## config.mk

```make
export PLATFORM = sky130hd
export DESIGN_NAME = task_tick_scheduler_table_flat
export DESIGN_NICKNAME = d
export VERILOG_FILES = /design/src/design/ttst_pkg.sv /design/src/design/ttst_in_if.sv /design/src/design/ttst_out_if.sv /design/src/design/ttst_slot_ram.sv /design/src/design/task_tick_scheduler_table.sv /design/src/flat_wrapper.sv
export SDC_FILE = /design/constraint.sdc
export NUM_CORES = 2
export LEC_CHECK = 0
export ABC_CLOCK_PERIOD_IN_PS = 8700
export BUFFER_PORTS_ARGS = -buffer_cell sky130_fd_sc_hd__clkbuf_2
export CORE_UTILIZATION = 39
export CTS_CLUSTER_SIZE = 30
export DETAILED_ROUTE_END_ITERATION = 8
export GPL_TIMING_DRIVEN = 0
export PLACE_DENSITY_LB_ADDON = 0.08
export SYNTH_ARGS = -nofsm -noshare
export SYNTH_HDL_FRONTEND = slang
export SYNTH_HIERARCHICAL = 1
export SYNTH_SLANG_ARGS = --single-unit
```

## constraint.sdc

```tcl
create_clock -name clk_i -period 8.7 [get_ports clk_i]
set_input_delay 0.87 -clock clk_i [delete_from_list [all_inputs] [get_ports clk_i]]
set_output_delay 0.87 -clock clk_i [all_outputs]
set_load 0.005 [all_outputs]
```

## src/design/ttst_pkg.sv

```systemverilog
`timescale 1ns / 1ps
// ----------------------------------------------------------------------------
// ttst_pkg
// Shared types and constants for the task tick scheduler table.
// ----------------------------------------------------------------------------
package ttst_pkg;

  // slot count used when the top level is not overridden
  localparam int unsigned TASKS_DEFAULT = 16;
  // most dispatch results that one item may cause
  localparam int unsigned MAX_RESULTS   = 16;

  localparam int unsigned KIND_W     = 2;
  localparam int unsigned TASK_ID_W  = 8;
  localparam int unsigned TIME_W     = 32;
  localparam int unsigned SLOT_W     = 4;
  localparam int unsigned SLOT_IDX_W = 5;
  localparam int unsigned PEND_W     = 8;
  localparam int unsigned STATUS_W   = 2;

  typedef enum logic [KIND_W-1:0] {
    KIND_TICK     = 2'd0,
    KIND_ADD      = 2'd1,
    KIND_DELETE   = 2'd2,
    KIND_DISPATCH = 2'd3
  } kind_e;

  typedef enum logic [STATUS_W-1:0] {
    STATUS_OK    = 2'd0,
    STATUS_FULL  = 2'd1,
    STATUS_EMPTY = 2'd2
  } status_e;

  // one stored slot, the occupied mark lives in flip-flops beside the ram
  typedef struct packed {
    logic [TASK_ID_W-1:0] ident;
    logic [TIME_W-1:0]    delay;
    logic [TIME_W-1:0]    period;
    logic [PEND_W-1:0]    pending;
  } slot_t;

  // one result item without its last flag
  typedef struct packed {
    logic [SLOT_IDX_W-1:0] slot_index;
    logic [TASK_ID_W-1:0]  ran_task;
    logic                  ran_valid;
    logic [STATUS_W-1:0]   status;
  } res_t;

endpackage

```

## src/design/ttst_in_if.sv

```systemverilog
`timescale 1ns / 1ps
// ----------------------------------------------------------------------------
// ttst_in_if
// Command channel of the scheduler table: valid/ready and one item.
// ----------------------------------------------------------------------------
interface ttst_in_if;
  import ttst_pkg::*;

  logic                 valid;
  logic                 ready;
  logic [KIND_W-1:0]    kind;
  logic [TASK_ID_W-1:0] task_id;
  logic [TIME_W-1:0]    first_delay;
  logic [TIME_W-1:0]    repeat_period;
  logic [SLOT_W-1:0]    slot;

  modport source (
    output valid, kind, task_id, first_delay, repeat_period, slot,
    input  ready
  );

  modport sink (
    input  valid, kind, task_id, first_delay, repeat_period, slot,
    output ready
  );

endinterface

```

## src/design/ttst_out_if.sv

```systemverilog
`timescale 1ns / 1ps
// ----------------------------------------------------------------------------
// ttst_out_if
// Result channel of the scheduler table: valid/ready and one item.
// ----------------------------------------------------------------------------
interface ttst_out_if;
  import ttst_pkg::*;

  logic                  valid;
  logic                  ready;
  logic [SLOT_IDX_W-1:0] slot_index;
  logic [TASK_ID_W-1:0]  ran_task;
  logic                  ran_valid;
  logic [STATUS_W-1:0]   status;
  logic                  last;

  modport source (
    output valid, slot_index, ran_task, ran_valid, status, last,
    input  ready
  );

  modport sink (
    input  valid, slot_index, ran_task, ran_valid, status, last,
    output ready
  );

endinterface

```

## src/design/ttst_slot_ram.sv

```systemverilog
`timescale 1ns / 1ps
// ----------------------------------------------------------------------------
// ttst_slot_ram
// Slot store: one write port, one read port with registered read data.
// ----------------------------------------------------------------------------
module ttst_slot_ram #(
  parameter int unsigned DEPTH = ttst_pkg::TASKS_DEFAULT,
  parameter int unsigned AW    = (DEPTH > 1) ? $clog2(DEPTH) : 1
) (
  input  logic            clk_i,
  input  logic            we_i,
  input  logic [AW-1:0]   waddr_i,
  input  ttst_pkg::slot_t wdata_i,
  input  logic            re_i,
  input  logic [AW-1:0]   raddr_i,
  output ttst_pkg::slot_t rdata_o
);
  import ttst_pkg::*;

  slot_t mem_q [DEPTH];
  slot_t rdata_q;

  always_ff @(posedge clk_i) begin
    if (we_i) begin
      mem_q[waddr_i] <= wdata_i;
    end
  end

  // read data holds until the next read
  always_ff @(posedge clk_i) begin
    if (re_i) begin
      rdata_q <= mem_q[raddr_i];
    end
  end

  assign rdata_o = rdata_q;

endmodule

```

## src/design/task_tick_scheduler_table.sv

```systemverilog
`timescale 1ns / 1ps
// ----------------------------------------------------------------------------
// task_tick_scheduler_table
// Table of periodic and one-shot task slots driven by tick, add, delete and
// dispatch items.
// ----------------------------------------------------------------------------
// One item is worked on at a time. Slot contents sit in a single-port-read
// synchronous ram, occupied marks in flip-flops (reset clears every mark),
// so no clearing pass follows reset. A tick walks every slot through a
// read/modify/write pipeline; an add scans the occupied marks one slot a
// cycle; a delete is settled when it is taken; a dispatch reads each slot
// visited and then checks it, stops at its result budget, and may stall while
// the result side is busy. Results pass through an output register, so the
// next item is taken while the last result still waits.
// ----------------------------------------------------------------------------
module task_tick_scheduler_table #(
  parameter int unsigned TASKS = ttst_pkg::TASKS_DEFAULT
) (
  input  logic       clk_i,
  input  logic       rst_ni,
  ttst_in_if.sink    in_i,
  ttst_out_if.source out_o
);
  import ttst_pkg::*;

  localparam int unsigned IDX_W = (TASKS > 1) ? $clog2(TASKS) : 1;
  localparam int unsigned CNT_W = $clog2(TASKS + 1);
  localparam int unsigned NDS_W = $clog2(MAX_RESULTS + 1);
  localparam int unsigned XW    = IDX_W + SLOT_IDX_W + SLOT_W;
  localparam int unsigned FULL_IDX = TASKS % (1 << SLOT_IDX_W);

  typedef enum logic [2:0] {
    ST_IDLE,
    ST_TICK,
    ST_ADD,
    ST_DISP_RD,
    ST_DISP_CHK,
    ST_FLUSH
  } state_e;

  function automatic logic [SLOT_IDX_W-1:0] to_slot(input logic [IDX_W-1:0] i);
    logic [XW-1:0] w;
    w = XW'(i);
    return w[SLOT_IDX_W-1:0];
  endfunction

  state_e st_q, st_d;
  logic [CNT_W-1:0] cnt_q, cnt_d;
  logic [IDX_W-1:0] p_idx_q, p_idx_d;
  logic p_vld_q, p_vld_d;
  logic [NDS_W-1:0] ndisp_q, ndisp_d;
  logic [TASKS-1:0] occ_q, occ_d;
  res_t hold_q, hold_d;
  logic hold_vld_q, hold_vld_d;
  res_t out_q, out_d;
  logic out_vld_q, out_vld_d;
  logic out_last_q, out_last_d;
  logic [TASK_ID_W-1:0] a_id_q, a_id_d;
  logic [TIME_W-1:0] a_delay_q, a_delay_d;
  logic [TIME_W-1:0] a_period_q, a_period_d;

  logic ram_we, ram_re;
  logic [IDX_W-1:0] ram_waddr, ram_raddr;
  slot_t ram_wdata, ram_rdata;

  logic out_free;
  logic [IDX_W-1:0] cnt_idx;
  logic [XW-1:0] sl_ext;
  logic [IDX_W-1:0] sl_idx;
  logic disp_ready;

  ttst_slot_ram #(
    .DEPTH(TASKS),
    .AW   (IDX_W)
  ) u_ram (
    .clk_i  (clk_i),
    .we_i   (ram_we),
    .waddr_i(ram_waddr),
    .wdata_i(ram_wdata),
    .re_i   (ram_re),
    .raddr_i(ram_raddr),
    .rdata_o(ram_rdata)
  );

  assign out_free   = !out_vld_q || out_o.ready;
  assign cnt_idx    = cnt_q[IDX_W-1:0];
  assign sl_ext     = XW'(in_i.slot);
  assign sl_idx     = sl_ext[IDX_W-1:0];
  assign disp_ready = occ_q[p_idx_q] && (ram_rdata.pending != '0);

  always_comb begin
    st_d       = st_q;
    cnt_d      = cnt_q;
    p_idx_d    = p_idx_q;
    p_vld_d    = 1'b0;
    ndisp_d    = ndisp_q;
    occ_d      = occ_q;
    hold_d     = hold_q;
    hold_vld_d = hold_vld_q;
    out_vld_d  = out_vld_q && !out_o.ready;
    out_d      = out_q;
    out_last_d = out_last_q;
    a_id_d     = a_id_q;
    a_delay_d  = a_delay_q;
    a_period_d = a_period_q;
    ram_we     = 1'b0;
    ram_waddr  = p_idx_q;
    ram_wdata  = ram_rdata;
    ram_re     = 1'b0;
    ram_raddr  = cnt_idx;

    case (st_q)
      ST_IDLE: begin
        if (in_i.valid) begin
          cnt_d      = '0;
          ndisp_d    = '0;
          hold_d     = '0;
          hold_vld_d = 1'b0;
          a_id_d     = in_i.task_id;
          a_delay_d  = in_i.first_delay;
          a_period_d = in_i.repeat_period;
          case (kind_e'(in_i.kind))
            KIND_TICK:     st_d = ST_TICK;
            KIND_ADD:      st_d = ST_ADD;
            KIND_DISPATCH: st_d = ST_DISP_RD;
            KIND_DELETE: begin
              hold_d.slot_index = SLOT_IDX_W'(in_i.slot);
              hold_d.status     = STATUS_EMPTY;
              if (sl_ext < XW'(TASKS)) begin
                if (occ_q[sl_idx]) begin
                  hold_d.status = STATUS_OK;
                end
                occ_d[sl_idx] = 1'b0;
              end
              st_d = ST_FLUSH;
            end
            default: st_d = ST_FLUSH;
          endcase
        end
      end

      ST_TICK: begin
        // write stage works on the slot read in the previous cycle
        if (p_vld_q) begin
          ram_we = occ_q[p_idx_q];
          if (ram_rdata.delay == '0) begin
            if (ram_rdata.pending != {PEND_W{1'b1}}) begin
              ram_wdata.pending = ram_rdata.pending + 1'b1;
            end
            if (ram_rdata.period != '0) begin
              ram_wdata.delay = ram_rdata.period;
            end
          end else begin
            ram_wdata.delay = ram_rdata.delay - 1'b1;
          end
        end
        if (cnt_q != CNT_W'(TASKS)) begin
          ram_re  = 1'b1;
          p_vld_d = 1'b1;
          p_idx_d = cnt_idx;
          cnt_d   = cnt_q + 1'b1;
        end else if (!p_vld_q) begin
          st_d = ST_FLUSH;
        end
      end

      ST_ADD: begin
        if (!occ_q[cnt_idx]) begin
          ram_we            = 1'b1;
          ram_waddr         = cnt_idx;
          ram_wdata.ident   = a_id_q;
          ram_wdata.delay   = a_delay_q;
          ram_wdata.period  = a_period_q;
          ram_wdata.pending = '0;
          occ_d[cnt_idx]    = 1'b1;
          hold_d.slot_index = to_slot(cnt_idx);
          hold_d.status     = STATUS_OK;
          st_d              = ST_FLUSH;
        end else if (cnt_q == CNT_W'(TASKS - 1)) begin
          hold_d.slot_index = SLOT_IDX_W'(FULL_IDX);
          hold_d.status     = STATUS_FULL;
          st_d              = ST_FLUSH;
        end else begin
          cnt_d = cnt_q + 1'b1;
        end
      end

      ST_DISP_RD: begin
        if (cnt_q == CNT_W'(TASKS) || ndisp_q == NDS_W'(MAX_RESULTS)) begin
          st_d = ST_FLUSH;
        end else begin
          ram_re  = 1'b1;
          p_idx_d = cnt_idx;
          st_d    = ST_DISP_CHK;
        end
      end

      ST_DISP_CHK: begin
        if (!disp_ready) begin
          cnt_d = cnt_q + 1'b1;
          st_d  = ST_DISP_RD;
        end else if (!hold_vld_q || out_free) begin
          // a later ready slot proves the held item is not the last one
          if (hold_vld_q) begin
            out_vld_d  = 1'b1;
            out_d      = hold_q;
            out_last_d = 1'b0;
          end
          hold_d.slot_index = to_slot(p_idx_q);
          hold_d.ran_task   = ram_rdata.ident;
          hold_d.ran_valid  = 1'b1;
          hold_d.status     = STATUS_OK;
          hold_vld_d        = 1'b1;
          ndisp_d           = ndisp_q + 1'b1;
          ram_we            = 1'b1;
          ram_wdata.pending = ram_rdata.pending - 1'b1;
          if (ram_rdata.period == '0) begin
            occ_d[p_idx_q] = 1'b0;
          end
          cnt_d = cnt_q + 1'b1;
          st_d  = ST_DISP_RD;
        end
      end

      ST_FLUSH: begin
        if (out_free) begin
          out_vld_d  = 1'b1;
          out_d      = hold_q;
          out_last_d = 1'b1;
          st_d       = ST_IDLE;
        end
      end

      default: st_d = ST_IDLE;
    endcase
  end

  always_ff @(posedge clk_i or negedge rst_ni) begin
    if (!rst_ni) begin
      st_q       <= ST_IDLE;
      cnt_q      <= '0;
      p_idx_q    <= '0;
      p_vld_q    <= 1'b0;
      ndisp_q    <= '0;
      occ_q      <= '0;
      hold_q     <= '0;
      hold_vld_q <= 1'b0;
      out_q      <= '0;
      out_vld_q  <= 1'b0;
      out_last_q <= 1'b0;
      a_id_q     <= '0;
      a_delay_q  <= '0;
      a_period_q <= '0;
    end else begin
      st_q       <= st_d;
      cnt_q      <= cnt_d;
      p_idx_q    <= p_idx_d;
      p_vld_q    <= p_vld_d;
      ndisp_q    <= ndisp_d;
      occ_q      <= occ_d;
      hold_q     <= hold_d;
      hold_vld_q <= hold_vld_d;
      out_q      <= out_d;
      out_vld_q  <= out_vld_d;
      out_last_q <= out_last_d;
      a_id_q     <= a_id_d;
      a_delay_q  <= a_delay_d;
      a_period_q <= a_period_d;
    end
  end

  assign in_i.ready       = (st_q == ST_IDLE);
  assign out_o.valid      = out_vld_q;
  assign out_o.slot_index = out_q.slot_index;
  assign out_o.ran_task   = out_q.ran_task;
  assign out_o.ran_valid  = out_q.ran_valid;
  assign out_o.status     = out_q.status;
  assign out_o.last       = out_last_q;

`ifndef SYNTHESIS
  // dispatch never goes past its result budget
  a_disp_budget: assert property (@(posedge clk_i) disable iff (!rst_ni)
    ndisp_q <= NDS_W'(MAX_RESULTS))
    else $error("dispatch count past its budget");

  // the slot ram is never read and written at the same entry at once, in the tick pipeline or elsewhere
  a_no_rw_clash: assert property (@(posedge clk_i) disable iff (!rst_ni)
    (ram_we && ram_re) |-> (ram_waddr != ram_raddr))
    else $error("slot ram read and write hit the same entry");

  // an accepted item closes the input until its work is done
  a_one_item: assert property (@(posedge clk_i) disable iff (!rst_ni)
    (in_i.valid && in_i.ready) |=> !in_i.ready)
    else $error("input open straight after an accepted item");

  // a tick leaves the occupied marks alone
  a_tick_occ: assert property (@(posedge clk_i) disable iff (!rst_ni)
    (st_q == ST_TICK) |=> $stable(occ_q))
    else $error("occupied marks changed during a tick");
`endif

endmodule
```

## src/flat_wrapper.sv

```systemverilog
// flat-port wrapper written by rule: the top's interface ports become plain ports
module task_tick_scheduler_table_flat import ttst_pkg::*;
#(
  parameter int unsigned TASKS = ttst_pkg::TASKS_DEFAULT
)
  (clk_i, rst_ni, in_i_valid, in_i_kind, in_i_task_id, in_i_first_delay, in_i_repeat_period, in_i_slot, in_i_ready, out_o_valid, out_o_slot_index, out_o_ran_task, out_o_ran_valid, out_o_status, out_o_last, out_o_ready);
  ttst_in_if in_i_i ();
  ttst_out_if out_o_i ();
  input  logic clk_i;
  input  logic rst_ni;
  input wire logic [$bits(in_i_i.valid)-1:0] in_i_valid;
  input wire logic [$bits(in_i_i.kind)-1:0] in_i_kind;
  input wire logic [$bits(in_i_i.task_id)-1:0] in_i_task_id;
  input wire logic [$bits(in_i_i.first_delay)-1:0] in_i_first_delay;
  input wire logic [$bits(in_i_i.repeat_period)-1:0] in_i_repeat_period;
  input wire logic [$bits(in_i_i.slot)-1:0] in_i_slot;
  output wire logic [$bits(in_i_i.ready)-1:0] in_i_ready;
  output wire logic [$bits(out_o_i.valid)-1:0] out_o_valid;
  output wire logic [$bits(out_o_i.slot_index)-1:0] out_o_slot_index;
  output wire logic [$bits(out_o_i.ran_task)-1:0] out_o_ran_task;
  output wire logic [$bits(out_o_i.ran_valid)-1:0] out_o_ran_valid;
  output wire logic [$bits(out_o_i.status)-1:0] out_o_status;
  output wire logic [$bits(out_o_i.last)-1:0] out_o_last;
  input wire logic [$bits(out_o_i.ready)-1:0] out_o_ready;
  assign in_i_i.valid = in_i_valid;
  assign in_i_i.kind = in_i_kind;
  assign in_i_i.task_id = in_i_task_id;
  assign in_i_i.first_delay = in_i_first_delay;
  assign in_i_i.repeat_period = in_i_repeat_period;
  assign in_i_i.slot = in_i_slot;
  assign in_i_ready = in_i_i.ready;
  assign out_o_valid = out_o_i.valid;
  assign out_o_slot_index = out_o_i.slot_index;
  assign out_o_ran_task = out_o_i.ran_task;
  assign out_o_ran_valid = out_o_i.ran_valid;
  assign out_o_status = out_o_i.status;
  assign out_o_last = out_o_i.last;
  assign out_o_i.ready = out_o_ready;
  task_tick_scheduler_table #(.TASKS(TASKS)) u_core (.clk_i(clk_i), .rst_ni(rst_ni), .in_i(in_i_i), .out_o(out_o_i));
endmodule
```

==> impl_results.md <==
- Outcome: complete, no violations
- Pleak: 22.9 nW
- Antenna violations before repair: 9
- Arrival time worst endpoint: around 7 ns
- Syn. warnings: 6
- Clock Tree Root: clkbuf_16
- Worst-case reg-to-reg path depth: 16
- Slew Limit Fails: 0
- Initial DRC Count: 3519
- Final Skew: 0.0231 ns
- Synthesis-stage register bit count: 1498
- RSZ-0062 raised after global routing: no
- CTS Buf Count: 163
- Post-route DRC: 0
- Clock sink total: roughly 1500
- Total power: 23.8 mW
- Row cnt: 143
- Fmax: between 150 and 200 MHz
- Data required, critical path: 9.21 ns
- Final net count: approximately 3700
- Fraction of layout instances using a drive strength above 1: about a quarter
- Vias: 33900
- CTS tree: yes
- Fin crit period: approximately 6.3 ns
- Post-synth ARST share: 9.21%
- Drt via density: 5.84
- Largest net degree at the start of global routing: 82
- Syn nets: between 3000 and 4000
- Post-DP HPWL: between 100000 and 150000 um
- Final setup viols: 0
- Max_cap viols: 0
- Most used DFF post-synth: edfxtp_1
- Io pins: 101
- WL/cell: 32.8 um
- Synth cell types: 83
- I/O Buffers: 98
- R2r startpoint: u_core/cnt_q[1]
- Critical Path Sink Type: flip-flop
- Setup slack, reg-to-reg: 2.37 ns
- Number of global-route vias before repair: about 34000
- Post-Syn Instances: roughly 3300
- PD cells: around 340 nW/um2
- Critical R2R Capture: u_core/u_ram/mem_q[12][26]
- Remaining Overflow, GRT: 0
- ANT nets after route: 0
- First-pass GRT wire length: 266000 um
- Internal power: 16.0 mW
- Die W: a little under 400 um
- Worst-Margin Slew: 1.39 ns
- Clock share of power: 27.8%
- Die area: 155000 um2
- Peak supply drop: 0.194 mV
- Switching power: 7.81 mW
- Register area share after synthesis: between 70 and 80%
- Critical path peak fanout: 10
- Final instance area: ~70000 um2
- Final period utilization: ~73%
- Mean Syn Cell Area: approximately 18 um2
- Setup CP Type: reg2reg
- CTS clock-pin slew for the worst setup and hold paths: about 0.060 ns
- 1st-pass router iterations: 6
- RD Place Congestion: 0.861
- H-Tree Depth: 4
- Sequential power share: between 40% and 50%
- Tot GR Track Use: around 25%
- Starting Density: between 30% and 40%
- Max clock buf depth: 3
- Post-CTS Repair Setup Buffers: 0
- Post-place instance area: 64900 um2
- Area Overhead vs Synth: 17.3%
- Worst-Skew Late Latency: 0.79 ns
- Core area: 152000 um2
- Slew headroom: 7.28%
- Hold Buf Count CTS: 0
- WL final: 190000 um
- CTS resizes: 0
- Startpoint Class: flip-flop
- Synthesized cell area: roughly 60000 um2
- Hold Fails Final Rpt: 0
- DIE HEIGHT: 393 um
- Sw Share: 32.8%
- Comb pwr share: 26.6%
- Post-synth EDFFs: 1360
- Worst min path class: in2async
==> sequential cells by signal, summed over array words and instances (netlist names), 5 cells and up <==
signal	flops
u_core/u_ram/rdata_o	80
u_core/ndisp_q	5
u_core/occ_q	16
u_core/a_period_q	32
u_core/u_ram/mem_q	1280
u_core/a_delay_q	32
u_core/out_o.ran_task	8
u_core/cnt_q	5
u_core/a_id_q	8
u_core/hold_q	15
==> logic make-up after synthesis <==
group                    synth area share, %
multiplexers                            13.3
buffers and inverters                   1.65
flip-flops                              74.3
adder cells (fa/ha/maj)                0.231
AO/OA/AOI/OAI                           4.74
AND/OR/NAND/NOR                         5.80
XOR/XNOR                              0.0587
==> power by group through the flow <==
stage          Sequential (mW)  Clock, mW  Combinational (mW)
6_report                  10.9       6.60                6.33
5_1_grt                   10.9       7.02                6.81
3_3_place_gp              11.1          0                5.89
3_5_place_dp              11.0          0                6.37
2_1_floorplan             10.5          0                3.80
4_1_cts                   10.8       6.75                6.39
==> how the worst max path moves through the flow <==
stage | slack [ns] | to | cells past startpoint | startpoint
final | 2.37 | u_core/u_ram/mem_q[12][26] | 16 | u_core/cnt_q[1]
after detailed placement | 2.48 | u_core/u_ram/mem_q[12][22] | 16 | u_core/cnt_q[1]
after global placement | -10.94 | u_core/u_ram/mem_q[4][27] | 9 | u_core/st_q[0]
after floorplan | 0.31 | u_core/u_ram/mem_q[8][0] | 10 | u_core/cnt_q[1]
after CTS | 2.47 | u_core/u_ram/mem_q[12][26] | 16 | u_core/cnt_q[1]
after global routing | 2.28 | u_core/u_ram/mem_q[12][26] | 16 | u_core/cnt_q[1]
==> cell usage after synthesis, types with 6 or more instances <==
cell type | n | area [um2]
and3_1 | 7 | 43.8
buf_2 | 34 | 170
mux2_4 | 9 | 135
o221ai_1 | 10 | 87.6
nor3_1 | 42 | 210
nand3_1 | 43 | 215
o211ai_1 | 14 | 105
a21o_1 | 9 | 67.6
mux2_2 | 10 | 113
clkbuf_1 | 106 | 398
buf_6 | 16 | 180
nand2_1 | 503 | 1890
mux2i_1 | 7 | 70.1
or3_1 | 13 | 81.3
nand4_1 | 16 | 100
mux4_2 | 334 | 7520
nand3b_1 | 12 | 90.1
dfrtp_1 | 138 | 3450
o221a_2 | 6 | 67.6
nand2b_1 | 16 | 100
o31ai_1 | 8 | 60.1
a21oi_1 | 36 | 180
nor2_1 | 65 | 244
mux2_1 | 6 | 67.6
ha_1 | 11 | 138
nor4_1 | 19 | 119
o21ai_0 | 38 | 190
and2_1 | 13 | 81.3
o21ai_1 | 7 | 35.0
a31oi_1 | 10 | 62.6
buf_1 | 28 | 105
a22oi_1 | 176 | 1320
edfxtp_1 | 1360 | 40800
a221o_1 | 16 | 160
inv_1 | 25 | 93.8
==> metal layers <==
metal  wire length (um)  vias up  share of wire [%]  track usage, %
met4               4600        2                2.4            6.70
met5                 13        -             0.0068               0
li1                   -    14000                  -               -
met2              89300     1410                 47            39.2
met1              83700    18300                 44            36.3
met3              12900      236                6.8            3.85
==> layout make-up <==
type,instances,area (um2)
Inverter,25,93.8
Sequential cell,1498,44300
Fill cell,13000,81900
Multi-Input combinational cell,1547,14500
Timing Repair Buffer,212,2530
Antenna cell,4,10.0
Tap cell,2030,2540
Clock buffer,223,4540
Clock inverter,78,554
Buffer,189,892
==> metrics by stage <==
stage / worst slack [ns] / util (%) / cells / TNS [ns] / hold slack, ns
6_report: 2.37 / 46.1 / 5806 / 0 / 0.0756
5_1_grt: 2.28 / 46.1 / 5803 / 0 / 0.0898
4_1_cts: 2.47 / 46.0 / 5801 / 0 / 0.0573
3_5_place_dp: 2.48 / 42.7 / 5500 / 0 / 0.464
3_3_place_gp: -10.94 / 41.3 / 5387 / -7651.74 / 0.462
2_1_floorplan: 0.306 / - / 3259 / 0 / 0.441
==> placed cells by master (no fill, tap or decap), types with 16 or more instances in the layout <==
cell and instances:
a21oi_1 36, a221o_1 16, a22oi_1 176, buf_1 28
buf_12 43, buf_16 22, buf_2 34, buf_6 50
clkbuf_1 147, clkbuf_16 168, clkbuf_2 98, clkinv_1 33
clkinv_2 28, dfrtp_1 138, edfxtp_1 1360, inv_1 25
mux4_2 334, nand2_1 503, nand2b_1 16, nand3_1 43
nand4_1 16, nor2_1 52, nor3_1 38, nor4_1 19
o21ai_0 35
==> worst max-delay path, stage by stage, from the launching register on <==
cell and delay (ns):
dfrtp_1 0.43, buf_2 0.32, mux4_2 0.53, mux2i_1 0.42
mux2i_1 0.44, nor2_1 0.91, clkbuf_1 0.63, nand2_1 0.11
nand2_1 0.15, nand3_1 0.30, nor3_2 0.67, buf_6 0.28
buf_6 0.19, buf_6 0.17, buf_8 0.15, buf_6 0.15
buf_6 0.14
No activity file was read; power rests on OpenSTA's default activity.
